File: src/b64c_pkg.sv
// Shared types, constants and alphabet functions of the base64 stream codec.
package b64c_pkg;

  localparam logic MODE_ENCODE = 1'b0;
  localparam logic MODE_DECODE = 1'b1;

  localparam logic [7:0] CHAR_PAD   = 8'h3D;
  localparam logic [7:0] CHAR_PLUS  = 8'h2B;
  localparam logic [7:0] CHAR_SLASH = 8'h2F;

  localparam int QDEPTH = 2;
  localparam int QPTR_W = (QDEPTH > 1) ? $clog2(QDEPTH) : 1;
  localparam int QCNT_W = $clog2(QDEPTH + 1);

  typedef struct packed {
    logic [7:0] data_in;
    logic       last_in;
  } in_word_t;

  typedef struct packed {
    logic [7:0] data_out;
    logic       last_out;
    logic       bad_length;
  } out_word_t;

  // One finished group, handed from the front to the back.
  typedef struct packed {
    logic        dec;
    logic [23:0] bits;
    logic [2:0]  cnt;
    logic        last;
    logic        bad;
    logic [1:0]  epad;
  } job_t;

  function automatic logic [7:0] sextet_to_char(input logic [5:0] h);
    logic [7:0] c;
    if (h < 6'd26) begin
      c = 8'(8'd65 + {2'b00, h});
    end else if (h < 6'd52) begin
      c = 8'(8'd97 + {2'b00, h} - 8'd26);
    end else if (h < 6'd62) begin
      c = 8'(8'd48 + {2'b00, h} - 8'd52);
    end else if (h == 6'd62) begin
      c = CHAR_PLUS;
    end else begin
      c = CHAR_SLASH;
    end
    return c;
  endfunction

  function automatic logic [5:0] char_to_sextet(input logic [7:0] c);
    logic [5:0] s;
    if (c >= 8'd65 && c <= 8'd90) begin
      s = 6'(c - 8'd65);
    end else if (c >= 8'd97 && c <= 8'd122) begin
      s = 6'(c - 8'd97 + 8'd26);
    end else if (c >= 8'd48 && c <= 8'd57) begin
      s = 6'(c - 8'd48 + 8'd52);
    end else if (c == CHAR_PLUS) begin
      s = 6'd62;
    end else if (c == CHAR_SLASH) begin
      s = 6'd63;
    end else begin
      s = 6'd0;
    end
    return s;
  endfunction

endpackage

File: src/b64c_front.sv
// Front end: mode register, group gathering and job building.
module b64c_front (
  input  logic              clk,
  input  logic              rst_n,
  input  logic              cfg_we,
  input  logic              cfg_wdata,
  input  logic              in_valid,
  input  logic              q_full,
  input  b64c_pkg::in_word_t in_word,
  output logic              in_stall,
  output logic              push,
  output b64c_pkg::job_t    push_job
);
  import b64c_pkg::*;

  logic        mode_r, mode_nxt;
  logic [23:0] bits_r, bits_nxt;
  logic [1:0]  phase_r, phase_nxt;
  logic [1:0]  pad_r, pad_nxt;

  logic        accept;
  logic [2:0]  n;
  logic [23:0] bits_new;
  logic [1:0]  pad_new;
  logic [2:0]  limit;
  logic [7:0]  b;
  logic [5:0]  sx;

  assign in_stall = q_full;
  assign accept   = in_valid && !q_full;
  assign b        = in_word.data_in;
  assign sx       = char_to_sextet(b);
  assign n        = {1'b0, phase_r} + 3'd1;

  always_comb begin
    bits_new = bits_r;
    pad_new  = pad_r;
    if (mode_r == MODE_ENCODE) begin
      case (phase_r)
        2'd0:    bits_new = bits_r | {b, 16'h0000};
        2'd1:    bits_new = bits_r | {8'h00, b, 8'h00};
        default: bits_new = bits_r | {16'h0000, b};
      endcase
    end else begin
      if (b == CHAR_PAD) begin
        if (phase_r == 2'd2) begin
          pad_new = 2'd2;
        end else if (phase_r == 2'd3 && pad_r == 2'd0) begin
          pad_new = 2'd1;
        end
      end
      case (phase_r)
        2'd0:    bits_new = bits_r | {sx, 18'h00000};
        2'd1:    bits_new = bits_r | {6'h00, sx, 12'h000};
        2'd2:    bits_new = bits_r | {12'h000, sx, 6'h00};
        default: bits_new = bits_r | {18'h00000, sx};
      endcase
    end
  end

  assign limit = 3'd3 - {1'b0, pad_new};

  always_comb begin
    push          = 1'b0;
    push_job      = '0;
    push_job.dec  = mode_r;
    push_job.bits = bits_new;
    push_job.last = in_word.last_in;
    if (mode_r == MODE_ENCODE) begin
      push_job.cnt = 3'd4;
      if (n == 3'd3) begin
        push = accept;
      end else if (in_word.last_in) begin
        push          = accept;
        push_job.epad = (n == 3'd2) ? 2'd1 : 2'd2;
      end
    end else begin
      if (n == 3'd4) begin
        push         = accept;
        push_job.cnt = limit;
      end else if (in_word.last_in) begin
        push = accept;
        if (n == 3'd1) begin
          // A lone trailing character gives a single error result.
          push_job.cnt = 3'd1;
          push_job.bad = 1'b1;
        end else begin
          push_job.cnt = (n - 3'd1 > limit) ? limit : n - 3'd1;
        end
      end
    end
  end

  always_comb begin
    mode_nxt  = mode_r;
    bits_nxt  = bits_r;
    phase_nxt = phase_r;
    pad_nxt   = pad_r;
    if (cfg_we) begin
      mode_nxt  = cfg_wdata;
      bits_nxt  = '0;
      phase_nxt = '0;
      pad_nxt   = '0;
    end else if (accept) begin
      if (push) begin
        bits_nxt  = '0;
        phase_nxt = '0;
        pad_nxt   = '0;
      end else begin
        bits_nxt  = bits_new;
        phase_nxt = n[1:0];
        pad_nxt   = pad_new;
      end
    end
  end

  always_ff @(posedge clk) begin
    if (!rst_n) begin
      mode_r  <= MODE_ENCODE;
      bits_r  <= '0;
      phase_r <= '0;
      pad_r   <= '0;
    end else begin
      mode_r  <= mode_nxt;
      bits_r  <= bits_nxt;
      phase_r <= phase_nxt;
      pad_r   <= pad_nxt;
    end
  end

endmodule

File: src/b64c_queue.sv
// Short job queue between the front end and the back end.
module b64c_queue (
  input  logic           clk,
  input  logic           rst_n,
  input  logic           push,
  input  b64c_pkg::job_t push_job,
  input  logic           pop,
  output logic           full,
  output logic           head_valid,
  output b64c_pkg::job_t head_job
);
  import b64c_pkg::*;

  job_t              mem_r [QDEPTH];
  logic [QPTR_W-1:0] wr_ptr_r, wr_ptr_nxt;
  logic [QPTR_W-1:0] rd_ptr_r, rd_ptr_nxt;
  logic [QCNT_W-1:0] count_r, count_nxt;

  assign full       = (count_r == QCNT_W'(QDEPTH));
  assign head_valid = (count_r != '0);
  assign head_job   = mem_r[rd_ptr_r];

  always_comb begin
    wr_ptr_nxt = wr_ptr_r;
    rd_ptr_nxt = rd_ptr_r;
    count_nxt  = count_r;
    if (push) begin
      wr_ptr_nxt = (wr_ptr_r == QPTR_W'(QDEPTH - 1)) ? '0 : wr_ptr_r + 1'b1;
    end
    if (pop) begin
      rd_ptr_nxt = (rd_ptr_r == QPTR_W'(QDEPTH - 1)) ? '0 : rd_ptr_r + 1'b1;
    end
    if (push && !pop) begin
      count_nxt = count_r + 1'b1;
    end else if (pop && !push) begin
      count_nxt = count_r - 1'b1;
    end
  end

  always_ff @(posedge clk) begin
    if (!rst_n) begin
      wr_ptr_r <= '0;
      rd_ptr_r <= '0;
      count_r  <= '0;
    end else begin
      wr_ptr_r <= wr_ptr_nxt;
      rd_ptr_r <= rd_ptr_nxt;
      count_r  <= count_nxt;
    end
  end

  always_ff @(posedge clk) begin
    if (push) begin
      mem_r[wr_ptr_r] <= push_job;
    end
  end

endmodule

File: src/b64c_back.sv
// Back end: walks each queued job and drives one result word per cycle while out_stall is low.
module b64c_back (
  input  logic               clk,
  input  logic               rst_n,
  input  logic               head_valid,
  input  b64c_pkg::job_t     head_job,
  input  logic               out_stall,
  output logic               pop,
  output logic               out_valid,
  output b64c_pkg::out_word_t out_word
);
  import b64c_pkg::*;

  logic [1:0] idx_r, idx_nxt;
  logic       out_valid_r, out_valid_nxt;
  out_word_t  out_word_r;
  out_word_t  res;
  logic       load;
  logic       final_res;
  logic [5:0] sext;
  logic [7:0] byte_sel;
  logic       pad_hit;

  assign load      = head_valid && (!out_valid_r || !out_stall);
  assign final_res = ({1'b0, idx_r} == head_job.cnt - 3'd1);
  assign pop       = load && final_res;

  always_comb begin
    case (idx_r)
      2'd0:    sext = head_job.bits[23:18];
      2'd1:    sext = head_job.bits[17:12];
      2'd2:    sext = head_job.bits[11:6];
      default: sext = head_job.bits[5:0];
    endcase
    case (idx_r)
      2'd0:    byte_sel = head_job.bits[23:16];
      2'd1:    byte_sel = head_job.bits[15:8];
      default: byte_sel = head_job.bits[7:0];
    endcase
  end

  assign pad_hit = (head_job.epad == 2'd2 && idx_r >= 2'd2) ||
                   (head_job.epad == 2'd1 && idx_r == 2'd3);

  always_comb begin
    res.bad_length = head_job.bad;
    res.last_out   = head_job.last && final_res;
    if (head_job.bad) begin
      res.data_out = 8'h00;
    end else if (head_job.dec == MODE_DECODE) begin
      res.data_out = byte_sel;
    end else begin
      res.data_out = pad_hit ? CHAR_PAD : sextet_to_char(sext);
    end
  end

  always_comb begin
    idx_nxt       = idx_r;
    out_valid_nxt = out_valid_r;
    if (load) begin
      out_valid_nxt = 1'b1;
      idx_nxt       = final_res ? 2'd0 : idx_r + 2'd1;
    end else if (!out_stall) begin
      out_valid_nxt = 1'b0;
    end
  end

  always_ff @(posedge clk) begin
    if (!rst_n) begin
      idx_r       <= '0;
      out_valid_r <= 1'b0;
    end else begin
      idx_r       <= idx_nxt;
      out_valid_r <= out_valid_nxt;
    end
  end

  always_ff @(posedge clk) begin
    if (load) begin
      out_word_r <= res;
    end
  end

  assign out_valid = out_valid_r;
  assign out_word  = out_word_r;

  // The result index never runs past the length of the job at the head.
  a_idx_in_job: assert property (@(posedge clk) disable iff (!rst_n)
    head_valid |-> ({1'b0, idx_r} < head_job.cnt))
    else $error("result index beyond job length");

  // A queued job always carries at least one result.
  a_job_nonempty: assert property (@(posedge clk) disable iff (!rst_n)
    head_valid |-> (head_job.cnt != 3'd0))
    else $error("empty job in queue");

  // The error result always closes its message.
  a_bad_is_last: assert property (@(posedge clk) disable iff (!rst_n)
    out_valid_r && out_word_r.bad_length |-> out_word_r.last_out)
    else $error("bad_length result without last_out");

  // An index left mid-job means the job is still queued.
  a_idx_holds_job: assert property (@(posedge clk) disable iff (!rst_n)
    (idx_r != 2'd0) |-> head_valid)
    else $error("result index set with no job queued");

endmodule

File: src/base64_stream_codec.sv
// Top level of the streaming base64 codec: front end, job queue and back end.
// The block encodes bytes to standard base64 text (mode 0) or decodes text to
// bytes (mode 1); writing the mode register also drops any half-gathered
// group. An input word is taken every cycle while the two-entry job queue has
// room, and the back end delivers one result word per cycle through its
// output register while out_stall is low, so the single result port sets the
// rate. The word that completes a group is written into the job queue, and its
// first result then leaves through the back end's output register. Characters
// outside the alphabet decode as zero, and a message that ends on a lone
// character yields one zero result with bad_length set. There is no clearing
// pass after reset.
module base64_stream_codec (
  input  logic                clk,
  input  logic                rst_n,
  input  logic                cfg_we,
  input  logic                cfg_wdata,
  input  logic                in_valid,
  output logic                in_stall,
  input  b64c_pkg::in_word_t  in_word,
  output logic                out_valid,
  input  logic                out_stall,
  output b64c_pkg::out_word_t out_word
);
  import b64c_pkg::*;

  logic push;
  logic pop;
  logic q_full;
  logic head_valid;
  job_t push_job;
  job_t head_job;

  b64c_front u_front (
    .clk      (clk),
    .rst_n    (rst_n),
    .cfg_we   (cfg_we),
    .cfg_wdata(cfg_wdata),
    .in_valid (in_valid),
    .q_full   (q_full),
    .in_word  (in_word),
    .in_stall (in_stall),
    .push     (push),
    .push_job (push_job)
  );

  b64c_queue u_queue (
    .clk       (clk),
    .rst_n     (rst_n),
    .push      (push),
    .push_job  (push_job),
    .pop       (pop),
    .full      (q_full),
    .head_valid(head_valid),
    .head_job  (head_job)
  );

  b64c_back u_back (
    .clk       (clk),
    .rst_n     (rst_n),
    .head_valid(head_valid),
    .head_job  (head_job),
    .out_stall (out_stall),
    .pop       (pop),
    .out_valid (out_valid),
    .out_word  (out_word)
  );

endmodule
File: config.mk
export PLATFORM = sky130hd
export DESIGN_NAME = base64_stream_codec
export DESIGN_NICKNAME = d
export VERILOG_FILES = /design/src/b64c_pkg.sv /design/src/b64c_front.sv /design/src/b64c_queue.sv /design/src/b64c_back.sv /design/src/base64_stream_codec.sv
export SDC_FILE = /design/constraint.sdc
export NUM_CORES = 1
export LEC_CHECK = 0
export BUFFER_PORTS_ARGS = -buffer_cell sky130_fd_sc_hd__buf_2
export CAP_MARGIN = 20
export CORE_MARGIN = 2
export CORE_UTILIZATION = 45
export DETAILED_ROUTE_END_ITERATION = 16
export GPL_TIMING_DRIVEN = 0
export PLACE_DENSITY = 0.61
export SLEW_MARGIN = 20
export SYNTH_ARGS = -nofsm -noshare
export SYNTH_HDL_FRONTEND = slang
export SYNTH_SLANG_ARGS = --single-unit
File: constraint.sdc
create_clock -name clk -period 3.5 [get_ports clk]
set_clock_uncertainty 0.05 [all_clocks]
set_input_delay 1.05 -clock clk [delete_from_list [all_inputs] [get_ports clk]]
set_output_delay 1.05 -clock clk [all_outputs]
set_load 0.01 [all_outputs]
==> After elaboration in Yosys (flattened, before gate mapping) <==
Memory sizes are Yosys's and may differ from the RTL's. A register that Yosys moved wholly into a read port is not among the register bits.
Index checks and enable logic that the tools add are counted.
{ "classes": {"magnitude_cmp": 11, "mux": 51, "n_bitwise": 8, "n_reduce_logical": 25, "n_eq_ne": 19, "addsub": 19} }
{ "op_table": {"columns": ["op", "n"], "rows": [
  ["24-bit one-hot mux with 3 select lines", 1],
  ["24-bit 2-to-1 mux", 2],
  ["24-bit bitwise OR", 2],
  ["24-bit one-hot mux with 2 select lines", 1],
  ["8-bit 2-to-1 mux", 5],
  ["6-bit 2-to-1 mux", 5],
  ["2-bit 2-to-1 mux", 13],
  ["8-bit by 6-bit == test with 1-bit output, second input constant", 3],
  ["24-bit by 12-bit bitwise OR with 24-bit output", 1],
  ["24-bit by 16-bit bitwise OR with 24-bit output", 1],
  ["24-bit by 18-bit bitwise OR with 24-bit output", 1],
  ["24-bit by 6-bit bitwise OR with 24-bit output", 1],
  ["24-bit by 8-bit bitwise OR with 24-bit output", 1],
  ["3-bit 2-to-1 mux", 6],
  ["6-bit one-hot mux with 3 select lines", 1],
  ["7-bit by 6-bit adder with 8-bit output, first input constant", 2],
  ["8-bit by 7-bit greater-or-equal comparator with 1-bit output, second input constant", 2],
  ["8-bit by 7-bit less-or-equal comparator with 1-bit output, second input constant", 2],
  ["1-bit 2-to-1 mux", 16],
  ["8-bit one-hot mux with 2 select lines", 1],
  ["2-bit == test, second input constant", 6],
  ["1-bit logical AND", 12],
  ["6-bit less-than comparator, second input constant", 2],
  ["6-bit subtractor, second input constant", 2],
  ["30 further kinds", 44]
]} }
{ "totals": {"ff_bits": 46, "output_inout_bits": 12, "mem_count": 1, "ramBits": 64, "input_bits": 15} }
{ "memory_table": {"columns": ["memory", "depth", "width", "rd", "rd_ports_with_merged_regs", "write_ports", "line", "rtl"], "rows": [
  ["u_queue.mem_r", 2, 32, 1, 1, 1, "b64c_queue.sv:14", "job_t mem_r [QDEPTH];"]
]} }

==> Depth between registers and ports, before layout <==
Gate-level depths: netlist of the first run.
{ "depth": {"depth_word": 13, "mapped_depth": 13, "ltp_nobuf": 13} }

==> Cells and area by module <==
A second synthesis of the first run with hierarchy kept.
{ "unflattened": {"hier_cells": 657, "area_unflattened_um2": 6638.9} }
{ "by_module_without_submodules": {"columns": ["mod", "area_each_um2", "cells_per_inst", "seq_area_each_um2", "instances"], "rows": [
  ["b64c_front", 2746.4, 369, 580.6, 1],
  ["b64c_queue", 2531.2, 122, 2021.9, 1],
  ["b64c_back", 1361.3, 166, 360.3, 1]
]} }

==> Least setup slack after synthesis of the first run <==
No wires, ideal clock.
{ "synth_path": {"path_kind": "input to register", "from": "in in_word[6] (netlist bit)", "to": "mem u_queue.mem_r[0][4] (netlist bit) (data pin)", "arrival_time_ns": 3.247, "slack_ns": -0.057, "n_path_buf": 1, "cell_stages": 11, "cell_sequence": "clkbuf_1 and4bb_2 and4_1 a21oi_1 inv_1 ha_1 nor2b_1 o21ai_0 nand2_1 o31a_1 o221a_2"} }
{ "synth_lines": {"columns": ["element", "line", "rtl"], "rows": [
  ["start, declared", "base64_stream_codec.sv:19", "input b64c_pkg::in_word_t in_word,"],
  ["end, declared", "b64c_queue.sv:14", null]
]} }

==> metrics.md, run 1 <==
| Metric | Value |
|---|---|
| Largest net degree at the start of global routing | 31 |
| # placed instances | 822 |
| Initial core utilization | 45.9% |
| Place WS | -0.596 ns |
| Global placer's final weighted congestion | around 0.9 |
| Synth top area cells | edfxtp_1 35%, dfxtp_1 12%, ha_1 6.7% |
| Placement-stage cell area | 0.00676 sq mm |
| Clock transition at path regs | ~0.07 ns |
| Peak VDD IR | 0.000268 V |
| Synth area leader | edfxtp_1 |
| Antenna-violating nets left | 0 |
| Ant diodes | 0 |
| Fin util | 51.7% |
| Final instance area | 0.00715 sq mm |
| CP max stage delay | just over 0.4 ns |
| TritonCTS buffer count | 9 |
| Die Footprint | 0.0151 sq mm |
| Initial antenna violation count | 0 |
| Setup ws final | 0.121 ns |
| Congestion Overflow GR | 0 |
| Startpoint Class | primary input |
| Worst-Margin Slew | 0.735 ns |
| Max clock buf depth | 2 |
| HP Class | flip-flop to flip-flop |
| Root Buffer | clkbuf_16 |
| Post-synth EDFFs | 74 |
| Gr usage total | 21.8% |
| H-tree level count | 3 |
| Clock latency on the worst-skew pair | 0.35 ns |
| DRT Pass-1 Iters | 5 |
| Synth-to-Final Area Change | 12.6% |
| Wire per inst | 18.6 microns |
| Register area share after synthesis | 46.6% |
| PD cells | 495 mW/mm^2 |
| Post-synthesis cell type count | 73 |
| CP endpoint kind | flip-flop |
| Layout cell share with drive strength beyond 1 | roughly 14% |
| I/O pin count | 27 |
| Ys Warns | 0 |
| Input/output buffers | 24 |
| Period Utilization, post-route | 96.5% |
| Hold_buf cts | 0 |
| Die height | ~120 microns |
| Core box area | 0.0138 sq mm |
| Finished Layout Cells | 845 |
| Top-count cell post-synth | edfxtp_1 |
| Primary FF master, synth | edfxtp_1 |
| Synth cell count leaders | 74 x edfxtp_1, 63 x nor2_1, 47 x nand2_1, 43 x a21oi_1, 37 x dfxtp_1 |
| Iter 0 DRT Violations | 524 |
| Min Hold Slack | 0.404 ns |
| First-pass GRT wire length | approximately 25000 microns |
| Final #Nets | 710 |
| Run status | finished clean |
| Synth top area share | a little over a third |
| Drt drc | 0 |
| Minimum clock period | approximately 3.4 ns |
| Yosys reg bits | 111 |
| Crit Path Max Fanout | 10 |
| Setup violators final | 0 |
| Slew Limit Fails | 0 |
| Synth Instances | 616 |
| Final Hold Viols | 0 |
| Number of vias in the routed layout | between 4000 and 5000 |
| Fmax | 0.296 GHz |
| Leak pwr | ~2.6 nW |
| Site Rows | 43 |
| Mapped Area | 0.00635 sq mm |
| Slew headroom | 50.8% |
| Via-per-instance ratio | between 5 and 6 |
| DP Wirelength | 11700 microns |
| Routed wire length | between 15000 and 20000 microns |
| Synth async-reset ratio | 0% |
| Required @ worst endpoint | 3.62 ns |
| Syn_nets | 665 |
| Max cap viols | 0 |
| CP cell instances | buf_2 -> inv_1 -> ha_1 -> a21o_1 -> a31oi_1 -> nand3_2 -> o31ai_4 -> a32o_1 -> nor2_1 -> nor2_1 |
| Die width | 123 microns |
| Most used cell along the critical path | nor2_1 |
| Synth Area per Inst | 10.3 sq um |
| Vias in the first global route | 4677 |
| Clock Sink Count | 111 |
| CP Class | primary input to flip-flop |
| TritonCTS clock tree | yes |
| Slowest CP cell | a31oi_1 |
| CP arrival | 3.50 ns |
[worst paths after layout]
kind | from | to | slack, ns | cells after the start
setup / recovery | in_word[3] | u_queue.mem_r[1][17] | 0.12 | 10
hold / removal | u_front.bits_r[0] | u_front.bits_r[0] | 0.40 | 2
setup reg to reg | u_back.idx_r[1] | u_back.out_word[6] | 0.17 | 12
hold reg to reg | u_front.bits_r[0] | u_front.bits_r[0] | 0.40 | 2
[cells in the final DEF, fill, tap and decap left out, types with 4 or more instances in the layout]
cell type / instances
a211oi_1: 13
a21boi_0: 4
a21o_1: 4
a21oi_1: 42
a22o_1: 10
a22oi_1: 7
a31oi_1: 9
and2_1: 7
and3_1: 6
buf_2: 26
buf_4: 8
buf_6: 4
clkbuf_1: 18
clkbuf_16: 9
clkbuf_2: 5
dfxtp_1: 36
edfxtp_1: 74
ha_1: 33
inv_1: 27
mux2_1: 12
mux2_2: 6
mux2i_1: 17
nand2_1: 47
nand2b_1: 7
nand3_1: 11
nand4_1: 4
nor2_1: 63
nor2b_1: 12
nor3_1: 12
o211ai_1: 5
o21ai_0: 21
o21ai_1: 10
or2_2: 4
xnor2_1: 10
xor2_1: 5
[cell families (layout without fill, tap and decap cells)]
group,after synthesis,count (layout),synth area share [%]
compound gates,169,169,19.3
xor+xnor,15,15,2.07
fa+ha+maj,34,34,6.70
buf+inv,56,105,3.84
flops,111,111,46.6
mux,39,39,6.78
simple gates,192,192,14.6
[worst max-delay path: cells and delay by family]
kind | cells | cell delay (ns)
AND/OR/NAND/NOR | 3 | 0.49
adder cells (fa/ha/maj) | 1 | 0.28
buffers and inverters | 2 | 0.37
AO/OA/AOI/OAI | 4 | 1.29
[state kept, by name (all words and copies together) (netlist names), named ones only]
register / count
u_front.mode_r: 1
u_back.idx_r: 2
u_queue.wr_ptr_r: 1
u_queue.mem_r: 64
u_front.phase_r: 2
u_back.out_word: 10
u_queue.rd_ptr_r: 1
u_front.bits_r: 24
u_front.pad_r: 2
u_queue.count_r: 2
u_back.out_valid: 1
[layout make-up]
cell class	instances	area (sq um)
plain buffers	27	144
clock buffers	13	250
clock inverters	2	15.0
fillers	1219	6670
inverters	29	109
multi-input cells	449	3210
flip-flops and latches	111	2960
well taps	180	225
repair buffers	34	240
[power by group]
part | internal (W) | leakage [nW] | switching (W)
sequential | 0.00150 | 0.988 | 0.0000340
combinational | 0.000430 | 1.52 | 0.000639
clock | 0.000502 | 0.131 | 0.000437
[repair_timing]
| item | CTS | global route |
|---|---|---|
| pin swaps | 1 | 4 |
| buffers inserted | 0 | 8 |
| endpoints found under the setup margin | 16 | 26 |
| resized for setup | 6 | 17 |
| endpoints found under the hold margin | 0 | 0 |
[per-layer routing]
layer  vias up  GRT usage, %  wire [microns]
li1       2383             -               -
met1      2321          27.4            6800
met2       163          37.2            7740
met3        34          2.97             696
met4         0          9.63             480
met5         -             0               0
[per-stage QoR]
| stage | total power [W] | TNS (ns) |
|---|---|---|
| 2_1_floorplan | 0.00228 | 0 |
| 3_5_place_dp | 0.00255 | -14.60 |
| 5_1_grt | 0.00374 | -0.240 |
| 3_3_place_gp | 0.00253 | -41.64 |
| 4_1_cts | 0.00350 | 0 |
| 6_report | 0.00354 | 0 |
Note: power is estimated with default switching activity, not from simulation.
==> run 2: changes to the inputs <==
--- a/config.mk
+++ b/config.mk
@@ -7,11 +7,13 @@
 export LEC_CHECK = 0
 export BUFFER_PORTS_ARGS = -buffer_cell sky130_fd_sc_hd__buf_2
 export CAP_MARGIN = 20
+export CORE_ASPECT_RATIO = 1.5
 export CORE_MARGIN = 2
-export CORE_UTILIZATION = 45
+export CORE_UTILIZATION = 30
 export DETAILED_ROUTE_END_ITERATION = 16
+export GPL_ROUTABILITY_DRIVEN = 0
 export GPL_TIMING_DRIVEN = 0
-export PLACE_DENSITY = 0.61
+export PLACE_DENSITY = 0.43
 export SLEW_MARGIN = 20
 export SYNTH_ARGS = -nofsm -noshare
 export SYNTH_HDL_FRONTEND = slang
==> run 2 against run 1 <==
Maximum frequency up 1.0%; register-to-register slack about the same; global-route usage down 5.3 points; via count up 2.1%; flip-flop and latch count unchanged; final area up 2.6%; utilization down 17 points; clock power up 17%; die area up 48%; critical path depth up 1; total power up 6.5%.
==> metrics.md, run 2 (synthesis results as in run 1) <==
| Metric | Value |
|---|---|
| Input/output buffers | 24 (unchanged) |
| TritonCTS clock tree | yes (unchanged) |
| CP arrival | 3.36 ns (was 3.50 ns) |
| Most common cell after layout, fill and taps aside | edfxtp_1 (unchanged) |
| Final Hold Viols | 0 (unchanged) |
| Root Buffer | clkbuf_16 (unchanged) |
| Antenna-violating nets left | 0 (unchanged) |
| Core box area | 0.0209 sq mm (was 0.0138 sq mm) |
| PnR Total Power | 0.00377 W (was 0.00354 W) |
| TritonCTS buffer count | 9 (unchanged) |
| Number of vias in the routed layout | 5002 (was 4901) |
| Synth-to-Final Area Change | 15.5% (was 12.6%) |
| Fmax | 0.299 GHz (was 0.296 GHz) |
| DRT Pass-1 Iters | 5 (unchanged) |
| RSZ-0062 raised after global routing | yes |
| CP endpoint kind | flip-flop (unchanged) |
| Congestion Overflow GR | 0 (unchanged) |
| Period Utilization, post-route | 95.6% (was 96.5%) |
| First-pass GRT wire length | 28000 microns (was 24800 microns) |
| Die Footprint | 0.0224 sq mm (was 0.0151 sq mm) |
| Max reg flops | 64 (unchanged) |
| Startpoint Class | primary input (unchanged) |
| Clock latency on the worst-skew pair | 0.35 ns (about the same) |
| HP Class | flip-flop to flip-flop (unchanged) |
| Layout cell share with drive strength beyond 1 | 15.5% (was 14.4%) |
| Slew headroom | 48.1% (was 50.8%) |
| Max cap viols | 0 (unchanged) |
| Clock Sink Count | 111 (unchanged) |
| Layout fillers | 2083 (was 1219) |
| Run status | finished clean (unchanged) |
| Site Rows | 65 (was 43) |
| Initial core utilization | 30.4% (was 45.9%) |
| Min Hold Slack | 0.408 ns (was 0.404 ns) |
| Final #Nets | 707 (was 710) |
| Crit Path Max Fanout | 9 (was 10) |
| # placed instances | 910 (was 822) |
| Via-per-instance ratio | 5.37 (was 5.80) |
| Drt drc | 0 (unchanged) |
| CP Class | primary input to flip-flop (unchanged) |
| Finished Layout Cells | 931 (was 845) |
| Placement-stage cell area | 0.00686 sq mm (was 0.00676 sq mm) |
| Gr usage total | 16.4% (was 21.8%) |
| Largest net degree at the start of global routing | 29 (was 31) |
| Worst-Margin Slew | 0.776 ns (was 0.735 ns) |
| Required @ worst endpoint | 3.51 ns (was 3.62 ns) |
| DP Wirelength | 13700 microns (was 11700 microns) |
| Die height | 182 microns (was 123 microns) |
| Die width | 123 microns (unchanged) |
| Slew Limit Fails | 0 (unchanged) |
| Ant diodes | 0 (unchanged) |
| Max clock buf depth | 2 (unchanged) |
| I/O pin count | 27 (unchanged) |
| H-tree level count | 3 (unchanged) |
| Routed wire length | 17900 microns (was 15700 microns) |
| PD cells | 514 mW/mm^2 (was 495 mW/mm^2) |
| Minimum clock period | 3.35 ns (was 3.38 ns) |
| Setup violators final | 0 (unchanged) |
| Peak VDD IR | 0.000232 V (was 0.000268 V) |
| Initial antenna violation count | 0 (unchanged) |
| Vias in the first global route | 5088 (was 4677) |
| Reg with most FFs | u_queue.mem_r (unchanged) |
| Final instance area | 0.00734 sq mm (was 0.00715 sq mm) |
| Most frequent cells in the layout | 74 x edfxtp_1, 62 x nor2_1, 47 x nand2_1, 41 x a21oi_1, 35 x dfxtp_1 (was 74 x edfxtp_1, 63 x nor2_1, 47 x nand2_1, 42 x a21oi_1, 36 x dfxtp_1) |
| Wire per inst | 19.2 microns (was 18.6 microns) |
| Iter 0 DRT Violations | 334 (was 524) |
| Leak pwr | 2.65 nW (was 2.64 nW) |
| Clock transition at path regs | 0.07 ns (about the same) |
## run 2: layout make-up
cell class / count / area, sq um / share of cell area [%]
well taps: 268 / 335 / 4.57
plain buffers: 25 / 135 / 1.84
flip-flops and latches: 111 / 2970 / 40.4
repair buffers: 33 / 216 / 2.95
clock buffers: 12 / 279 / 3.80
inverters: 29 / 109 / 1.48
multi-input cells: 449 / 3250 / 44.3
clock inverters: 4 / 47.5 / 0.648
## run 2: repair_timing
action	4_1_cts	5_1_grt
hold buffers	0	0
buffers inserted	4	2
resized for setup	8	23
setup endpoints to repair	33	42
gates cloned	0	1
pin swaps	2	4
## run 2: routing by layer
layer	vias up	wire, microns	share of wire, %	global-route usage (%)
li1	2384	-	-	-
met1	2397	7070	39	18.3
met2	172	9180	51	28.9
met3	49	704	3.9	2.28
met4	0	945	5.3	10.2
met5	-	0	0	0
## run 2: worst paths after layout
| path | start | endpoint | slack, ns | cells after the start |
|---|---|---|---|---|
| worst max register to register | flip-flop | u_back.out_word[9] | 0.16 | 12 |
| worst max-delay path | in_word[1] | u_queue.mem_r[0][18] | 0.15 | 11 |
| worst min register to register | u_front.bits_r[22] | u_front.bits_r[22] | 0.41 | 2 |
| worst min-delay path | u_front.bits_r[22] | u_front.bits_r[22] | 0.41 | 2 |
## run 2: stage by stage
step	utilization, %	worst slack, ns	TNS (ns)
after detailed placement	32.8	-0.701	-20.79
after global routing	35.1	-0.0214	-0.0214
final	35.1	0.154	0
after global placement	32.6	-1.14	-56.40
after CTS	34.6	-0.00253	-0.00745
after floorplan	-	0.00152	0
## run 2: critical path: stages
cell and delay, ns:
buf_2 0.10, clkbuf_2 0.25, inv_1 0.12, ha_1 0.27, nor2b_1 0.15, o211ai_1 0.32
nand3_2 0.22, o2bb2ai_2 0.27, nor2_1 0.10, a211oi_1 0.33, nor2_1 0.17
## run 2: power breakdown
| part | total (W) | internal (W) | leakage (nW) | switching, W |
|---|---|---|---|---|
| Clock | 0.00110 | 0.000642 | 0.161 | 0.000463 |
| Combinational | 0.00113 | 0.000437 | 1.50 | 0.000697 |
| Sequential | 0.00153 | 0.00150 | 0.988 | 0.0000334 |
==> run 3: changes to the inputs <==
--- a/config.mk
+++ b/config.mk
@@ -14,6 +14,7 @@
 export GPL_ROUTABILITY_DRIVEN = 0
 export GPL_TIMING_DRIVEN = 0
 export PLACE_DENSITY = 0.43
+export RECOVER_POWER = 50
 export SLEW_MARGIN = 20
 export SYNTH_ARGS = -nofsm -noshare
 export SYNTH_HDL_FRONTEND = slang
==> run 3 against run 2 <==
Sequential power about the same; die area did not move; utilization is 0.19 points lower; total power decreased by 0.20%; clock-buffer cell count unchanged; maximum frequency is 0.25% lower; critical endpoint is now u_queue.mem_r[1][25]; largest cell class unchanged.
==> metrics.md, run 3 (synthesis results as in run 1) <==
| Metric | Value |
|---|---|
| Wire per inst | 19.3 microns (was 19.2 microns) |
| Crit Path Max Fanout | 9 (unchanged) |
| Run status | finished clean (unchanged) |
| HP Class | flip-flop to flip-flop (unchanged) |
| Via-per-instance ratio | 5.37 (about the same) |
| Clock latency on the worst-skew pair | 0.35 ns (about the same) |
| Antenna-violating nets left | 0 (unchanged) |
| Setup ws final | 0.146 ns (was 0.154 ns) |
| Most used cell along the critical path | o211ai_1 (was nor2_1) |
| Final #Nets | 707 (unchanged) |
| Slowest CP cell | o211ai_1 (was a211oi_1) |
| Placement-stage cell area | 0.00686 sq mm (unchanged) |
| Hold_buf cts | 0 (unchanged) |
| Vias in the first global route | 5088 (unchanged) |
| Max clock buf depth | 2 (unchanged) |
| RSZ-0062 raised after global routing | yes (unchanged) |
| H-tree level count | 3 (unchanged) |
| Area of the multi-input gates | 0.00324 sq mm (was 0.00325 sq mm) |
| Required @ worst endpoint | 3.62 ns (was 3.51 ns) |
| Root Buffer | clkbuf_16 (unchanged) |
| Max reg flops | 64 (unchanged) |
| I/O pin count | 27 (unchanged) |
| Internal Power | 0.00257 W (was 0.00258 W) |
| Die height | 182 microns (unchanged) |
| First-pass GRT wire length | 28000 microns (unchanged) |
| Clock Sink Count | 111 (unchanged) |
| Initial antenna violation count | 0 (unchanged) |
| PnR Total Power | 0.00376 W (was 0.00377 W) |
| Switch share | 31.8% (was 31.7%) |
| Largest net degree at the start of global routing | 29 (unchanged) |
| Routed wire length | 17900 microns (about the same) |
| Switching Power | 0.00120 W (was 0.00119 W) |
| Seq pwr share | 40.7% (was 40.6%) |
| Place WS | -0.701 ns (unchanged) |
| Initial core utilization | 30.4% (unchanged) |
| Most frequent cells in the layout | 74 x edfxtp_1, 62 x nor2_1, 47 x nand2_1, 41 x a21oi_1, 35 x dfxtp_1 (unchanged) |
| Die Footprint | 0.0224 sq mm (unchanged) |
| TritonCTS buffer count | 9 (unchanged) |
| Synth-to-Final Area Change | 14.9% (was 15.5%) |
| Input/output buffers | 24 (unchanged) |
| Site Rows | 65 (unchanged) |
| Iter 0 DRT Violations | 356 (was 334) |
| Peak VDD IR | 0.000232 V (about the same) |
| Final Hold Viols | 0 (unchanged) |
| Leak pwr | 2.60 nW (was 2.65 nW) |
| Layout cell share with drive strength beyond 1 | 13.3% (was 15.5%) |
| Number of vias in the routed layout | 4996 (was 5002) |
| Die width | 123 microns (unchanged) |
| Reg with most FFs | u_queue.mem_r (unchanged) |
| Setup violators final | 0 (unchanged) |
| Startpoint Class | primary input (unchanged) |
| CP Class | primary input to flip-flop (unchanged) |
| Slew headroom | 47.3% (was 48.1%) |
| Congestion Overflow GR | 0 (unchanged) |
| Gr usage total | 16.4% (unchanged) |
| PD cells | 515 mW/mm^2 (was 514 mW/mm^2) |
| Reg area | 0.00297 sq mm (unchanged) |
| Layout fillers | 2097 (was 2083) |
| Period Utilization, post-route | 95.8% (was 95.6%) |
| Worst-Margin Slew | 0.787 ns (was 0.776 ns) |
| DRT Pass-1 Iters | 5 (unchanged) |
| DP Wirelength | 13700 microns (unchanged) |
| Fin util | 34.9% (was 35.1%) |
| CP max stage delay | 0.38 ns (was 0.33 ns) |
| Core box area | 0.0209 sq mm (unchanged) |
| Most common cell after layout, fill and taps aside | edfxtp_1 (unchanged) |
| Final instance area | 0.00730 sq mm (was 0.00734 sq mm) |
| CP arrival | 3.47 ns (was 3.36 ns) |
| Ant diodes | 0 (unchanged) |
| Drt drc | 0 (unchanged) |
| Clock transition at path regs | 0.07 ns (about the same) |
| CP cell instances | buf_2 -> clkbuf_2 -> inv_1 -> ha_1 -> nor2b_1 -> o211ai_1 -> nand3_2 -> o211ai_1 -> and2_1 -> o21ai_0 -> a21oi_1 (was buf_2 -> clkbuf_2 -> inv_1 -> ha_1 -> nor2b_1 -> o211ai_1 -> nand3_2 -> o2bb2ai_2 -> nor2_1 -> a211oi_1 -> nor2_1) |
| Clock power frac | 29.4% (was 29.3%) |
| Minimum clock period | 3.35 ns (about the same) |
| Fmax | 0.298 GHz (was 0.299 GHz) |
| CP endpoint kind | flip-flop (unchanged) |
| Slew Limit Fails | 0 (unchanged) |
| TritonCTS clock tree | yes (unchanged) |
| Comb power frac | 29.9% (was 30.1%) |
| Max cap viols | 0 (unchanged) |
| Setup tns final | 0 ns (unchanged) |
==> run 3: area by class of cell <==
| class | count | area share, % |
|---|---|---|
| clock buffers | 12 | 3.82 |
| inverters | 29 | 1.49 |
| repair buffers | 33 | 2.52 |
| clock inverters | 4 | 0.651 |
| well taps | 268 | 4.59 |
| multi-input cells | 449 | 44.4 |
| plain buffers | 25 | 1.85 |
| flip-flops and latches | 111 | 40.6 |
==> run 3: worst max-delay path: cells and delay by family <==
family | cells | cell delay (ns)
buf+inv | 3 | 0.47
simple gates | 3 | 0.62
fa+ha+maj | 1 | 0.27
compound gates | 4 | 1.06
==> run 3: timing repair <==
item | CTS | global route
pin swaps | 2 | 4
gates cloned | 0 | 1
setup endpoints to repair | 33 | 42
resized for setup | 8 | 23
setup buffers | 4 | 2
==> run 3: worst paths after layout <==
kind / start / to / slack, ns / depth (start not counted)
max: in_word[1] / u_queue.mem_r[1][25] / 0.15 / 11
min: u_front.bits_r[22] / u_front.bits_r[22] / 0.41 / 2
max reg2reg: flip-flop / u_back.out_word[9] / 0.16 / 12
min reg2reg: u_front.bits_r[22] / u_front.bits_r[22] / 0.41 / 2
==> run 3: per-stage QoR <==
| stage | hold slack, ns | std cells |
|---|---|---|
| 6_report | 0.408 | 931 |
| 5_1_grt | 0.430 | 931 |
| 4_1_cts | 0.409 | 929 |
| 3_5_place_dp | 0.396 | 910 |
| 3_3_place_gp | 0.389 | 908 |
| 2_1_floorplan | 0.375 | 616 |
==> run 3: power groups by stage <==
stage	logic, W	clock network [W]	registers [W]
after floorplan	0.000709	0	0.00157
after detailed placement	0.00103	0	0.00156
after CTS	0.00107	0.00114	0.00153
after global routing	0.00122	0.00120	0.00154
after global placement	0.00100	0	0.00156
final	0.00112	0.00111	0.00153
==> run 3: metal layers <==
metal / global-route usage [%] / part of all wire, %
met1: 18.3 / 39
met5: 0 / 0
met4: 10.2 / 5.3
met3: 2.28 / 4.1
met2: 28.9 / 51
